<file path="src/hdl/mscc_ram.sv">
// Generic single-write, single-read RAM with registered read data.
`timescale 1ns / 1ps

module mscc_ram #(
    parameter int WIDTH = 32,
    parameter int DEPTH = 32,
    localparam int AW = $clog2(DEPTH)
) (
    input  logic             clk,
    input  logic             we,
    input  logic [AW-1:0]    waddr,
    input  logic [WIDTH-1:0] wdata,
    input  logic             re,
    input  logic [AW-1:0]    raddr,
    output logic [WIDTH-1:0] rdata
);

    logic [WIDTH-1:0] mem_reg [DEPTH];
    logic [WIDTH-1:0] rdata_reg;

    // Write port
    always_ff @(posedge clk)
    begin
        if (we)
        begin
            mem_reg[waddr] <= wdata;
        end
    end

    // Registered read; hold the last word when not reading
    always_ff @(posedge clk)
    begin
        if (re)
        begin
            rdata_reg <= mem_reg[raddr];
        end
    end

    assign rdata = rdata_reg;

endmodule

</file>
<file path="config.mk">
export PLATFORM = sky130hd
export DESIGN_NAME = mscc_ram
export DESIGN_NICKNAME = d
export VERILOG_FILES = /design/src/hdl/mscc_ram.sv
export SDC_FILE = /design/constraint.sdc
export NUM_CORES = 1
export LEC_CHECK = 0
export ABC_AREA = 1
export BUFFER_PORTS_ARGS = -buffer_cell sky130_fd_sc_hd__buf_2
export CORE_UTILIZATION = 40
export DETAILED_ROUTE_END_ITERATION = 8
export PLACE_DENSITY = 0.61
export SLEW_MARGIN = 20
export SYNTH_ARGS = -nofsm -noshare
export SYNTH_HDL_FRONTEND = slang
export SYNTH_SLANG_ARGS = --single-unit
</file>
<file path="constraint.sdc">
create_clock -name clk -period 2.8 [get_ports clk]
set_input_delay 0.14 -clock clk [delete_from_list [all_inputs] [get_ports clk]]
set_output_delay 0.14 -clock clk [all_outputs]
set_load 0.02 [all_outputs]
</file>
After elaboration in Yosys (flattened, before gate mapping)

Memories as Yosys holds them, arrays and structs flattened. A register that Yosys moved wholly into a read port is not among the register bits.
Index checks and enable logic that the tools add are counted.

Mux-type cells: 2

Operators by type and width:

| operator | count |
|---|---|
| $mux 1   | 2 |

Bits in registers: 0
Memories kept: 1
Memory bits (writable): 1024

Memories:

| memory  | words | width | read ports | clocked after memory_dff | write ports | RTL line | RTL |
|---|---|---|---|---|---|---|---|
| mem_reg | 32    | 32    | 1          | 1                        | 1           | 18       | `logic [WIDTH-1:0] mem_reg [DEPTH];` |

Logic depth before layout (Yosys ltp)

Depth in word-level cells: 2
Depth in mapped cells: 12

Least setup slack after synthesis

No wires, ideal clock.

Kind: input to register
From: input waddr[0]
To: memory mem_reg[0][0], enable pin
Setup slack: 0.584 ns
Path buffers: 0
Data required time: 2.379 ns
Arrival time: 1.795 ns
Cell stages on the path: 3
Library setup time: 0.421 ns
Path through: inv_1 > nand3_1 > nor2_1

RTL lines:

| element     | RTL line | RTL |
|---|---|---|
| from (decl) | 11       | `input logic [AW-1:0] waddr,` |
| to (decl)   | 18       |  |

No word-level cell before the write port.

Final worst setup path

From: register rdata_reg[22], in the netlist rdata[22], read port of mem_reg
To: output rdata[22]

RTL lines:

| element     | RTL line | RTL |
|---|---|---|
| from (decl) | 19       | `logic [WIDTH-1:0] rdata_reg;` |
| to (decl)   | 15       | `output logic [WIDTH-1:0] rdata` |

No word-level cell between the ends.

==> metrics <==
status complete, but fails checks; failing checks design-rule violations; max_slew headroom a little over a third; Antenna diodes 0; vias per cell about 5.3; Antenna Nets Post-Route 0; Int Pwr between 0.02 and 0.03 W; die height 329 um; average wire per standard cell approximately 22 um; GP Congestion 0.769; VDD IR max around 0.00061 V; crit share post-route between 50% and 60%; WP buf/inv 1; # resized after CTS 0; Power Density a little over 700 nW/um^2; clk buf depth 3; Buffers on Ports between 70 and 80; H-Tree Depth 3; Gate power share about 6.0%; full die area 108000 um^2; CP required 2.66 ns; IO Pins 77; Iter 0 DRT Violations 2500; CTS Buf Count roughly 110; Syn Area/Cell 12.1 um^2; Synth Net Count 3581; Setup Fix Bufs, Post-CTS 0; Sw Share ~22%; crit path cell chain buf_2; Clock Sinks ~1100; setup TNS 0 ns; initial antenna violation count 3; die span in x between 300 and 400 um; via count between 20000 and 30000; fin worst setup slack between 1 and 1.5 ns; Final Max Slew Viols 0; Syn-to-layout area delta 14.0%; min cycle time layout 1.65 ns; P_leak about 18 nW; Crit-path slowest cell edfxtp_1; initial core utilization between 40% and 50%; hpwl dp between 50 and 60 mm; CTS root buffer clkbuf_16; Fill cells approximately 9300; CTS tree yes; Post-Syn Area between 40000 and 50000 um^2; max-cap violations 0; max FFs per register ~1000; final hold violations 0; first drt pass iteration count 7; pin count of the biggest net entering global routing between 100 and 150; crit path capture type output port; skew final 0.0319 ns; clk_lat worst skew approximately 0.70 ns; Reg power frac roughly half; CP startpoint kind register; Post-Syn Instances around 3500; Top delay family on crit path flip-flops; first-pass GRT wire length roughly 170 mm; signal arrival time at the worst endpoint roughly 1.5 ns; Layout Cells excl Fill 5120; Cell Rows around 120; Total GRT Usage between 20% and 30%; switching power between 0.007 and 0.008 W; Pwr Total roughly 0.034 W; Tightest Pin Transition 0.954 ns; RSZ-0062 raised after global routing false; Worst Path Class, Setup register to output port; Nets around 3700; area of the core around 110000 um^2; Max Freq a little over 600 MHz; fraction of layout cells with a size suffix above 1 just over 10%; total wire length about 110 mm; clock-pin slew on the worst setup and hold paths 0.06 ns; dpl cells approximately 4900; Crit path largest cell delay about 0.57 ns; #FFs+latches synth between 1000 and 1500; post-synth cell types 13; yosys warns 0; Hold Buf Count CTS 31; # DRC 5; sequential share of the synthesized area between 70% and 80%; Post-Place Setup Slack roughly 0.77 ns; clock power share a little over two fifths; worst min-delay path class input pin to register; total grt overflow 0; CP Max Fanout 1; vias in the first global route ~26000; final setup fails 0
## through the flow
| step | util, % | hold slack (ns) | area (um^2) |
|---|---|---|---|
| 6_report | 46.1 | 0.0392 | 48700 |
| 5_1_grt | 46.1 | 0.0467 | 48700 |
| 4_1_cts | 46.1 | 0.00441 | 48700 |
| 3_5_place_dp | 42.4 | 0.588 | 44800 |
| 3_3_place_gp | 42.4 | 0.595 | 44800 |
| 2_1_floorplan | - | 0.239 | 42700 |
## synthesized netlist by cell type
library cell	instances	area [um^2]
inv_8	1	11.3
inv_2	2	7.51
buf_1	18	67.6
buf_8	3	45.0
inv_1	7	26.3
edfxtp_1	1056	31700
buf_6	66	743
nand2_1	1440	5410
buf_4	24	180
clkbuf_1	24	90.1
nand3_1	780	3900
nor2_1	32	120
buf_2	83	415
## layer usage
metal	vias to the layer above	GRT usage, %	part of all wire [%]
met3	207	3.90	7.0
met5	-	0	0.037
met2	937	34.5	48
met4	6	7.40	3.3
met1	13400	28.6	42
li1	12600	-	-
## final cells by class
cell class                      count  area (um^2)  share of cell area [%]
Clock buffer                      119         2740                    5.63
Clock inverter                     76          861                    1.77
Inverter                           10         67.6                   0.139
Multi-Input combinational cell   2252         9670                    19.8
Sequential cell                  1056        31700                    65.1
Tap cell                         1391         1740                    3.57
Timing Repair Buffer              216         1930                    3.95
## cell usage in the layout (no fill, tap or decap), types with 2 or more instances in the layout
cell type / count
bufinv_16: 16
clkinv_1: 28
clkinvlp_4: 5
nor2_4: 32
edfxtp_1: 1056
buf_12: 31
clkinv_16: 2
dlygate4sd3_1: 31
clkinv_4: 5
buf_8: 2
inv_6: 3
inv_16: 2
clkbuf_1: 11
nand3_1: 780
buf_4: 79
inv_1: 5
nand2_1: 1440
clkinv_2: 17
clkbuf_16: 108
buf_2: 72
## kinds of logic after synthesis
logic type | after synthesis | share of synthesized area, %
buffers and inverters | 228 | 3.71
flip-flops | 1056 | 74.2
AND/OR/NAND/NOR | 2252 | 22.1
## power groups by stage
stage	clock network (W)	logic, W	registers [W]
final	0.0146	0.00206	0.0177
after global routing	0.0154	0.00229	0.0177
after CTS	0.0148	0.00208	0.0177
after detailed placement	0	0.00203	0.0181
after global placement	0	0.00202	0.0180
after floorplan	0	0.00121	0.0181
## worst paths after layout
kind                     end  cells past startpoint            start  slack [ns]
max                rdata[22]                      1        rdata[22]        1.15
min          mem_reg[29][29]                      1        wdata[29]        0.04
max reg2reg        rdata[10]                      8  mem_reg[29][10]        1.46
min reg2reg        rdata[18]                      8  mem_reg[22][18]        0.82
(Power assumes the default switching activity.)
